[src/rtl/mio_queue.sv]
// ----------------------------------------------------------------------------
// mio_queue: two-entry job queue
// Holds set descriptors between intake and sweep.
// ----------------------------------------------------------------------------
module mio_queue #(
   parameter int unsigned W = 12
) (
   input  logic         clock,
   input  logic         reset,
   input  logic         push,
   input  logic [W-1:0] push_data,
   input  logic         pop,
   output logic [W-1:0] head,
   output logic         empty
);

   logic [W-1:0] slot_ff [2];
   logic [1:0]   fill_ff, fill_in;

   assign empty = fill_ff == 2'd0;
   assign head  = slot_ff[0];

   always_comb begin
      fill_in = fill_ff;
      if (push && !(pop && !empty) && fill_ff != 2'd2) fill_in = fill_ff + 2'd1;
      if (!push && pop && !empty) fill_in = fill_ff - 2'd1;
   end

   always_ff @(posedge clock) begin
      if (reset) begin
         fill_ff <= '0;
      end else begin
         fill_ff <= fill_in;
      end
   end

   // payload shifts towards the head on a pop
   always_ff @(posedge clock) begin
      if (pop && !empty) begin
         slot_ff[0] <= (fill_ff == 2'd2) ? slot_ff[1] : push_data;
         if (push) slot_ff[1] <= push_data;
      end else if (push) begin
         if (fill_ff == 2'd0) slot_ff[0] <= push_data;
         else slot_ff[1] <= push_data;
      end
   end

endmodule

[config.mk]
export PLATFORM = sky130hd
export DESIGN_NAME = mio_queue
export DESIGN_NICKNAME = d
export VERILOG_FILES = /design/src/rtl/mio_queue.sv
export SDC_FILE = /design/constraint.sdc
export NUM_CORES = 1
export LEC_CHECK = 0
export BUFFER_PORTS_ARGS = -buffer_cell sky130_fd_sc_hd__buf_2
export CAP_MARGIN = 40
export CORE_MARGIN = 1.5
export CORE_UTILIZATION = 46
export CTS_CLUSTER_DIAMETER = 100
export DETAILED_ROUTE_END_ITERATION = 12
export HOLD_SLACK_MARGIN = 0.05
export MAX_ROUTING_LAYER = met4
export PLACE_DENSITY = 0.78
export SYNTH_ARGS = -nofsm -noshare
export SYNTH_HDL_FRONTEND = slang
export SYNTH_SLANG_ARGS = --single-unit
[constraint.sdc]
create_clock -name clock -period 1.56 [get_ports clock]
set_clock_uncertainty 0.2 [all_clocks]
set_input_delay 0.156 -clock clock [delete_from_list [all_inputs] [get_ports clock]]
set_output_delay 0.156 -clock clock [all_outputs]
set_load 0.1 [all_outputs]
# == Word-level counts from Yosys, hierarchy flattened ==
# Memory sizes are Yosys's and may differ from the RTL's.
# Cells that the tools add are included.
# word_totals
regBits,2
elab_cells,36
memories,1
ramBits,24
in_bits,16
# memory_table
name,words,width,read_ports,rd_ports_with_merged_regs,write_ports,line,rtl
slot_ff,2,12,2,0,2,17,logic [W-1:0] slot_ff [2];
# classes
bitwise_logic,2
eq_ne,2
addsub,2
n_reduce_logical,10
n_mux,18
# op_table
cell,n
2-to-1 mux 12 bit,3
2-to-1 mux 1 bit,13
logical AND 1 bit,5
2-to-1 mux 2 bit,2
logical NOT 1 bit,3
adder 2 x 1 -> 2 bit (second input constant),1
equality test 2 bit (second input constant),1
logical NOT 2 bit,1
inequality test 2 bit (second input constant),1
OR 1 bit,2
nonzero test 2 bit,1
subtractor 2 x 1 -> 2 bit (second input constant),1

# == Longest topological paths before layout ==
# depth
word_depth,8
mapped_depth,4

# == Worst setup path before layout ==
# Ideal clock, no wire load.
# synth_path
path_type,register -> register
startpoint,register fill_ff[0]
endpoint,"memory slot_ff[1][0] (netlist: slot_ff[0][12]), enable pin"
stages_incl_launch_ff,3
path_buffers,0
arrival_ps,2237
synth_period_minus_slack_ps,2853
setup_slack_ps,-1293
required_time_ps,945
setup_ps,415
path_cell_list,dfxtp_1 -> nor2_1 -> nor2b_1
# synth_rtl
item,line,rtl
"start, declared",18,"logic [1:0] fill_ff, fill_in;"
"start signal, assigned",33,fill_ff <= fill_in;
"end, declared",17,

==> results.sh <==
export IMPL_status="finished with violations"
export IMPL_violations="setup timing"
export IMPL_die_w_um=53.2
export IMPL_netlist_instances=66
export IMPL_stdcell_area_mm2=0.00152
export IMPL_grt_pass1_wl_um=2930
export IMPL_maxSlewHeadroom_pct=67.7
export IMPL_grt_pass1_vias=663
export IMPL_root_buffer="clkbuf_4"
export IMPL_endpoint_kind="flip-flop"
export IMPL_hp_class="primary input to flip-flop"
export IMPL_hold_viol=0
export IMPL_p_leak_nw=0.610
export IMPL_slew_violations=0
export IMPL_numCtsBuffers=3
export IMPL_core_area_mm2=0.00243
export IMPL_cap_viol_max_count=0
export IMPL_worstMarginPinSlew_ns=0.488
export IMPL_post_drt_wl_per_cell_um=13.8
export IMPL_clkLatencyLatePin_ns=0.31
export IMPL_powerDensity_mw_per_mm2=1010
export IMPL_synth_warnings=0
export IMPL_place_area_mm2=0.00132
export IMPL_crit_type="flip-flop to flip-flop"
export IMPL_drt_vias_per_instance=4.66
export IMPL_cp_required_ns=1.44
export IMPL_num_vias=634
export IMPL_synthDistinctLibCells=17
export IMPL_cts_tree="built"
export IMPL_synth_top_area_share_pct=62.2
export IMPL_dpl_hpwl_um=1250
export IMPL_syn_cell_area_mm2=0.00116
export IMPL_cp_data_arrival_time_ns=1.44
export IMPL_rsz0062_at_grt="true"
export IMPL_globalRouteOverflowTotal=0
export IMPL_ff_latch_area_um2=763
export IMPL_period_minus_slack_ns=1.56
export IMPL_synth_nets=82
export IMPL_areaGrowthSynthToFinish_pct=31.4
export IMPL_ys_seq_area_share_pct=65.7
export IMPL_cts_clk_slew_worst_paths_ns=0.13
export IMPL_antenna_found_initial=0
export IMPL_first_pass_iters=3
export IMPL_io_pins=29
export IMPL_cts_sinks=26
export IMPL_fillers=205
export IMPL_p_total_mw=1.54
export IMPL_rrSetupSlack_ns=-0.002
export IMPL_grt_use_total_pct=15.7
export IMPL_die_area_mm2=0.00283
export IMPL_crit_fanout=6
export IMPL_hp_start="pop"
export IMPL_final_common_cell="buf_2"
export IMPL_fin_nets=123
export IMPL_ir_drop_mv=0.679
export IMPL_worstReg2RegStart="fill_ff[1]"
export IMPL_reg2reg_depth=4
export IMPL_worstHoldEndpoint="fill_ff[1]"
export IMPL_diodes=0
export IMPL_multiInputGateArea_um2=302
export IMPL_grt_max_degree=15
export IMPL_ys_ff_latch=26
export IMPL_timing_fmax_mhz=640
export IMPL_cts_max_level=1
export IMPL_fin_crit_sh_pct=100
export IMPL_synth_top_cells_by_area="edfxtp_1 62%, mux2_4 13%, buf_4 7.8%"
export IMPL_routed_wirelength_um=1880
export IMPL_synth_avg_cell_area_um2=17.6
export IMPL_yosysTopAreaCell="edfxtp_1"
export IMPL_r2r_end="slot_ff[0][11]"
export IMPL_route_detailed_drc=0
export IMPL_rows=18
export IMPL_numPortBuffers=28
export IMPL_drive_gt1_share_pct=54.7
export IMPL_min_path_cells=4
export IMPL_dieHeight_um=53.2
export IMPL_clockBufferDepth=2
export IMPL_drtIter0Drc=1
export IMPL_setup_viol=1
export IMPL_fin_ws_ns=-0.00232
export IMPL_start_kind="flip-flop"
export IMPL_drtAntennaViolNets=0
export IMPL_initial_core_util_pct=47.6
export IMPL_layout_common_cells="27 x buf_2, 24 x edfxtp_1, 13 x dlygate4sd3_1, 11 x mux2_4, 4 x buf_4"
export IMPL_gp_congestion=0.693
## through the flow
step / worst slack [ns] / setup TNS [ns] / util, % / hold slack [ns] / cells
2_1_floorplan: -0.199 / -3.22 / - / 0.0278 / 66
3_3_place_gp: 0.00166 / 0 / 54.3 / 0.131 / 116
3_5_place_dp: -0.0262 / -0.0502 / 54.3 / 0.141 / 116
4_1_cts: 0.00888 / 0 / 62.6 / 0.0732 / 136
5_1_grt: -0.0216 / -0.0598 / 62.6 / 0.124 / 136
6_report: -0.00232 / -0.00232 / 62.6 / 0.0851 / 136
## synthesized netlist by cell type
master,count
a21oi_1,3
buf_4,12
nor3b_4,1
dfxtp_1,2
nor2b_1,1
xor2_1,1
o21a_1,1
edfxtp_1,24
or2b_1,1
mux2_4,10
nor3_1,1
mux2i_1,1
nand2_1,1
nor2_1,2
nor2b_4,1
mux2_2,3
buf_12,1
## worst max-delay path: stages (launching register included)
cell and delay (ns):
dfxtp_2 0.36, nor3b_4 0.18, buf_6 0.15, buf_12 0.12
mux2_2 0.33
## flip-flops by register name, summed over array words and instances (netlist names)
| register | count |
|---|---|
| fill_ff | 2 |
| slot_ff | 24 |
## worst max path at each step
| stage | cells after the start | to | startpoint |
|---|---|---|---|
| finish | 4 | slot_ff[0][11] | fill_ff[1] |
| global route | 3 | empty | fill_ff[0] |
| CTS | 4 | slot_ff[0][11] | fill_ff[0] |
| detailed placement | 5 | slot_ff[0][11] | push |
| global placement | 5 | slot_ff[0][11] | push |
| floorplan | 2 | slot_ff[0][0] | fill_ff[1] |
## where the power goes
group	internal (mW)	leakage [nW]	switching (mW)
sequential	0.819	0.245	0.0128
combinational	0.126	0.349	0.298
clock	0.0999	0.0150	0.186
total	1.05	0.610	0.497
## area by class of cell
class,count,share of cell area (%)
Tap cell,30,2.47
Timing Repair Buffer,49,25.9
Sequential cell,26,50.1
Multi-Input combinational cell,27,19.8
Clock buffer,4,1.73
## cell families after synthesis
group,Yosys count,share of synthesized area [%]
flops,26,65.7
mux,14,16.7
buf+inv,13,9.50
simple gates,8,5.40
compound gates,4,1.94
xor+xnor,1,0.756
## timing repair
item                       CTS  global route
setup endpoints to repair    1             3
cloned                       1             0
hold buffers                13             0
resized for setup            2             0
buffers inserted             2             0
pin swaps                    1             0
hold endpoints to repair    26             0
## routing by layer
metal / track usage [%] / wire length, µm
met4: 8.97 / 13
met2: 27.9 / 1050
met1: 16.3 / 723
met5: - / 0
met3: 2.54 / 85
Note: power is estimated with default switching activity, not from simulation.
