--- src/rtl/mio_pkg.sv ---
// ----------------------------------------------------------------------------
// mio_pkg: shared types for the interval overlap block
// Beat payloads of the request and response channels and fixed field widths.
// ----------------------------------------------------------------------------
package mio_pkg;

   localparam int unsigned FieldTimeBits = 32;
   localparam int unsigned OverlapBits   = 11;
   localparam int unsigned OverlapSat    = 2047;

   typedef struct packed {
      logic [FieldTimeBits-1:0] arrival_time;
      logic [FieldTimeBits-1:0] departure_time;
      logic                     last_interval;
   } req_type;

   typedef struct packed {
      logic [OverlapBits-1:0] max_overlap;
      logic                   overflowed;
   } rsp_type;

endpackage

--- src/rtl/mio_front.sv ---
// ----------------------------------------------------------------------------
// mio_front: interval intake
// Accepts interval beats, issues buffer writes, counts the set and posts a
// job descriptor when the last interval of a set arrives.
// ----------------------------------------------------------------------------
module mio_front
   import mio_pkg::*;
#(
   parameter int unsigned MAX_INTERVALS = 1024,
   parameter int unsigned TW            = 32,
   parameter int unsigned AW            = 10,
   parameter int unsigned NW            = 11
) (
   input  logic          clock,
   input  logic          reset,
   input  logic          req_valid,
   output logic          req_stall,
   input  req_type       req_data,
   input  logic          busy,
   output logic          wr_en,
   output logic [AW-1:0] wr_addr,
   output logic [TW-1:0] wr_arr,
   output logic [TW-1:0] wr_dep,
   output logic          job_push,
   output logic [NW:0]   job_data
);

   logic          take;
   logic          room;
   logic [NW-1:0] cnt_ff, cnt_in, cnt_next;
   logic          ovf_ff, ovf_in, ovf_next;

   assign req_stall = busy;
   assign take      = req_valid && !busy;
   assign room      = cnt_ff < NW'(MAX_INTERVALS);

   // buffer write for a beat that still fits
   assign wr_en   = take && room;
   assign wr_addr = cnt_ff[AW-1:0];
   assign wr_arr  = req_data.arrival_time[TW-1:0];
   assign wr_dep  = req_data.departure_time[TW-1:0];

   // set bookkeeping
   always_comb begin
      cnt_next = room ? cnt_ff + NW'(1) : cnt_ff;
      ovf_next = ovf_ff || !room;
      cnt_in   = cnt_ff;
      ovf_in   = ovf_ff;
      job_push = 1'b0;
      if (take) begin
         if (req_data.last_interval) begin
            job_push = 1'b1;
            cnt_in   = '0;
            ovf_in   = 1'b0;
         end else begin
            cnt_in = cnt_next;
            ovf_in = ovf_next;
         end
      end
   end

   assign job_data = {ovf_next, cnt_next};

   always_ff @(posedge clock) begin
      if (reset) begin
         cnt_ff <= '0;
         ovf_ff <= 1'b0;
      end else begin
         cnt_ff <= cnt_in;
         ovf_ff <= ovf_in;
      end
   end

endmodule

--- config.mk ---
export PLATFORM = sky130hd
export DESIGN_NAME = mio_front
export DESIGN_NICKNAME = d
export VERILOG_FILES = /design/src/rtl/mio_pkg.sv /design/src/rtl/mio_front.sv
export SDC_FILE = /design/constraint.sdc
export NUM_CORES = 1
export LEC_CHECK = 0
export ABC_AREA = 1
export BUFFER_PORTS_ARGS = -buffer_cell sky130_fd_sc_hd__buf_2
export CORE_UTILIZATION = 30
export CTS_BUF_LIST = sky130_fd_sc_hd__clkbuf_8 sky130_fd_sc_hd__clkbuf_16
export CTS_CLUSTER_DIAMETER = 30
export DETAILED_ROUTE_END_ITERATION = 16
export PLACE_DENSITY = 0.88
export SETUP_SLACK_MARGIN = 0.1
export SLEW_MARGIN = 0
export SYNTH_ARGS = -nofsm -noshare
export SYNTH_HDL_FRONTEND = slang
export SYNTH_SLANG_ARGS = --single-unit
--- constraint.sdc ---
create_clock -name clock -period 1.3 [get_ports clock]
set_input_delay 0.065 -clock clock [delete_from_list [all_inputs] [get_ports clock]]
set_output_delay 0.065 -clock clock [all_outputs]
set_load 0.05 [all_outputs]
Word-level counts from Yosys, hierarchy flattened
Index checks and enable logic that the tools add are counted.

Bits in registers: 12. Input bits: 69.

$lt $le $gt $ge: 1. Reductions and logical operators: 5. Muxes and demuxes: 5. Add/subtract/negate cells: 1.

Operators with widths (count): $mux 11 (2); $add 11x1->11 const B (1); $lt 11x11->1 const B (1); $mux 1 (3); $logic_and 1x1->1 (2); $logic_not 1->1 (2); $logic_or 1x1->1 (1).

Logic depth before layout (Yosys ltp)
Depth after elaboration: 4. Mapped depth: 8. Depth with buffers taken out: 8.

Worst setup path before layout
Ideal clock, no wire load.

Kind: reg-to-reg. Start point: register cnt_ff[0]. End point: register cnt_ff[4]. Path buffers: 0. Setup time: 0.071 ns. Slack: -0.590 ns. Cell stages (with the launch flop): 7. Data arrival time: 1.819 ns. Clock period less this slack: 1.890 ns. Cells stage by stage: dfxtp_1 > ha_1 > nand2_1 > nor2_1 > xor2_1 > nand2_1 > a21oi_1.

Longest elaborated chain between the ends: 3. Elaborated cells between the ends (all ways): 4.

Ends and longest elaborated chain: start: declaration (RTL line mio_front.sv:30) `logic [NW-1:0] cnt_ff, cnt_in, cnt_next;`; start signal: assignment (RTL line mio_front.sv:69) `cnt_ff <= cnt_in;`; $add 11x1->11 / $lt 11x11->1 (equally long branches) (RTL line mio_front.sv:45, mio_front.sv:35); $mux 11 * (RTL line mio_front.sv:45) `cnt_next = room ? cnt_ff + NW'(1) : cnt_ff;`; via job_data[4] (RTL line mio_front.sv:25) `output logic [NW:0] job_data`; $mux 11 * (RTL line mio_front.sv:51) `if (req_data.last_interval) begin`.

The timed path passes the listed nets; every way through them passes the cells marked *. A chain may end at the register's enable or synchronous reset.

Worst setup path in the final report
Start point: register cnt_ff[2]. End point: output port job_data[9].

Longest elaborated chain between the ends: 2. Elaborated cells between the ends (all ways): 3.

Ends and longest elaborated chain (RTL line): $add 11x1->11 / $lt 11x11->1 (equally long branches) (mio_front.sv:45, mio_front.sv:35); $mux 11 * (mio_front.sv:45); end: declaration (mio_front.sv:25).

Every way passes the cells marked *; elsewhere a longest branch is shown, timed or not.

==> flow_summary.toml <==
[timing]
setup_repair_after_global_routing_missed_its_margin = "true"
fmax_ghz = 0.678
max_slew_margin_pct = 71.5
hold_viol = 0
fin_worst_skew_ps = 2.88
maxSlewViolCount = 0
finalSetupViolCount = 10
finalWorstSetupSlack_ps = -175
timing.final.crit_period_ps = 1480
finalCritPeriodShare_pct = 113
worst_max_slew_pin_slew_ps = 428
fin_worst_hold_slack_ps = 130

[finish]
seq_area_um2 = 264
drive_above_1_share_pct = 61.6
num_antenna_cells = 0
multi_input_area_um2 = 638
area_delta_synth_final_pct = 14.9
finalNonFillerCells = 214
final_net_count = 235
filler_cell_count = 415

[setup_path]
timing.critical_path.required_ps = 1240
worstSetupPathDepth = 6
critical_path_arrival_ps = 1410
r2r_setup_slack_ps = -90
slowest_cell_on_crit_path = "dfxtp_4"
critical_path.cell_chain = "nand2_8, nor2_4, nand4_1, nand2_2, clkinvlp_4, buf_8"
timing.critical_path.slowest_cell_delay_ps = 380
crit_type = "register to output port"
reg2regPathDepth = 9
critPathMaxFanout = 6
path_buf_inv = 2
worstSetupEndpointType = "output port"
worst_path_dominant_cell_family = "simple AND/OR/NAND/NOR gates"
r2r_start = "cnt_ff[1]"
setup.worst_path.start = "cnt_ff[2]"
timing.critical_path.from_type = "register"

[placed_design]
place.gp.congestion = 0.827
placement.io_buffers = 29
placed_cells = 203
hpwlAfterDp_um = 1960

[floorplanning]
initial_utilization_pct = 32.1
die-height_um = 68.3
placeable_core_area_mm2 = 0.00412
rows = 23
die_x_um = 68.3
dieArea_mm2 = 0.00467
ios = 158

[detailed_routing]
route.detailed.wl_per_inst_um = 13.0
drtPass1Iterations = 4
vias = 971
detailedRoute.firstIterationViolations = 33
remaining_drc_errors = 0
routed_via_density = 4.54
detail_route.wirelength_um = 2780
detail-route-antenna-nets = 0

[yosys]
asyncSetResetFlopFracSynth_pct = 0
synth-seq-area-share_pct = 18.2
synth-seq-cells = 12
synthesis.area_per_instance_um2 = 6.98
synth_top_area_cell = "buf_4"
syn_inst = 189
count_of_warnings_emitted_by_yosys = 0
synth_flop_cell = "dfxtp_1"
syn-num-nets = 259
leading_cell_types_by_total_area_after_synthesis = "buf_4 (44%), dfxtp_1 (18%), nand2_1 (10%)"
syn_area_mm2 = 0.00132
top_area_cell_type_share_of_the_netlist_area_pct = 43.8
synth.distinct_cells = 25
ys_top_cells_by_count = "buf_4 (77), nand2_1 (35), inv_1 (14)"
synth.most_common_cell = "buf_4"
synth_enable_flop_cells = 0

[hold_path]
holdCritPathClass = "input port to output port"
hold_path_depth = 0
timing.hold.worst.start = "req_data[33]"

[cts]
insertion_delay_ps = 240
clock_tree.htree_level_count = 1
holdBufCountCts = 0
clk_path_buf_depth = 2
root_buffer = "clkbuf_8"
clock_sink_total = 12
cts_tree = "done"
cts_buffers = 3
worst_setup_hold_path_clk_slew_ps = 60

[global_routing]
grt.overflow.total = 0
grt_use_total_pct = 12.6
grt_max_degree = 12
first_global_vias = 947
global_route_wire_length_before_repair_um = 4260
antenna_found_initial = 0

[pwr]
power_density_mw_per_mm2 = 589
worst_vdd_drop_mv = 0.231
total_leakage_power_nw = 0.643

[job]
maxCapViolations = 0

[run_status]
status = "finished, violations left"
violations = "negative setup slack"
final cells by class:
| cell class | instances | share of cell area (%) |
|---|---|---|
| clock buffer | 4 | 3.63 |
| inverter | 15 | 4.62 |
| multi-input combinational | 82 | 42.1 |
| sequential | 12 | 17.4 |
| tap | 50 | 4.13 |
| timing repair buffer | 51 | 28.1 |
stage by stage:
step | TNS [ps] | util [%] | worst slack (ps) | power (mW) | cell area, um^2
after floorplan | -387 | - | -146 | 0.981 | 1460
after global placement | -16.1 | 28.6 | -11.6 | 0.473 | 1180
after detailed placement | -77.5 | 28.6 | -39.0 | 0.473 | 1180
after CTS | -1190 | 34.2 | -179 | 0.904 | 1410
after global routing | -1900 | 36.9 | -257 | 0.930 | 1520
final | -1190 | 36.9 | -175 | 0.893 | 1520
flip-flops by register name, summed over array words and instances (netlist names):
signal / count
cnt_ff: 11
ovf_ff: 1
final timing paths:
| kind | to |
|---|---|
| setup / recovery | job_data[9] |
| hold / removal | wr_arr[0] |
| setup reg to reg | cnt_ff[8] |
| hold reg to reg | ovf_ff |
cell families after synthesis:
family | Yosys count | synth area share, %
and+or+nand+nor | 65 | 23.4
adders and majority gates | 1 | 0.948
buffers and inverters | 95 | 49.6
xor gates and xnor gates | 4 | 2.65
DFF | 12 | 18.2
AOI/OAI and AO/OA | 12 | 5.21
layer usage:
layer / wire (um) / up-vias / part of all wire (%) / track usage (%)
met3: 257 / 17 / 9.3 / 4.83
li1: - / 460 / - / -
met4: 93 / 0 / 3.4 / 9.90
met1: 1050 / 453 / 38 / 13.8
met5: 0 / - / 0 / 0
met2: 1380 / 41 / 50 / 19.5
power by group:
group | internal, mW | switching (mW) | total [mW]
Combinational | 0.0406 | 0.0773 | 0.118
Sequential | 0.358 | 0.00250 | 0.361
Clock | 0.268 | 0.146 | 0.414
Total | 0.667 | 0.226 | 0.893
cell usage in the layout, fill, tap and decap left out:
cell type    n
a21o_1       1
xor2_4       1
inv_1       11
buf_2       17
nand3_2      4
nor2_4       5
nand3_1      5
xnor2_4      3
buf_4       18
buf_6        9
nor3b_2      1
inv_4        1
a21oi_1      8
nand2_1     23
nor2_8       1
nand2_8      1
a21oi_2      2
nand3_4      1
or2_2        1
and2_4       1
nand4_1      5
nor2_1       4
dfxtp_1      5
buf_8        7
dfxtp_2      1
nand2_4      1
clkbuf_8     4
a22oi_2      1
nand2_2     11
ha_4         1
or2_1        1
clkinvlp_4   3
dfxtp_4      6
repair_timing:
action / in CTS / in global routing
setup endpoints to repair: 13 / 18
endpoints found under the hold margin: 0 / 0
setup buffers: 3 / 4
pin swaps: 22 / 18
resized for setup: 43 / 21
worst reg2reg max path, delay by kind of cell, from the launching register on:
family | cells | cell delay (ps)
DFF | 1 | 370
and+or+nand+nor | 5 | 510
buffers and inverters | 2 | 170
adders and majority gates | 1 | 160
AOI/OAI and AO/OA | 1 | 120
(Power assumes the default switching activity.)
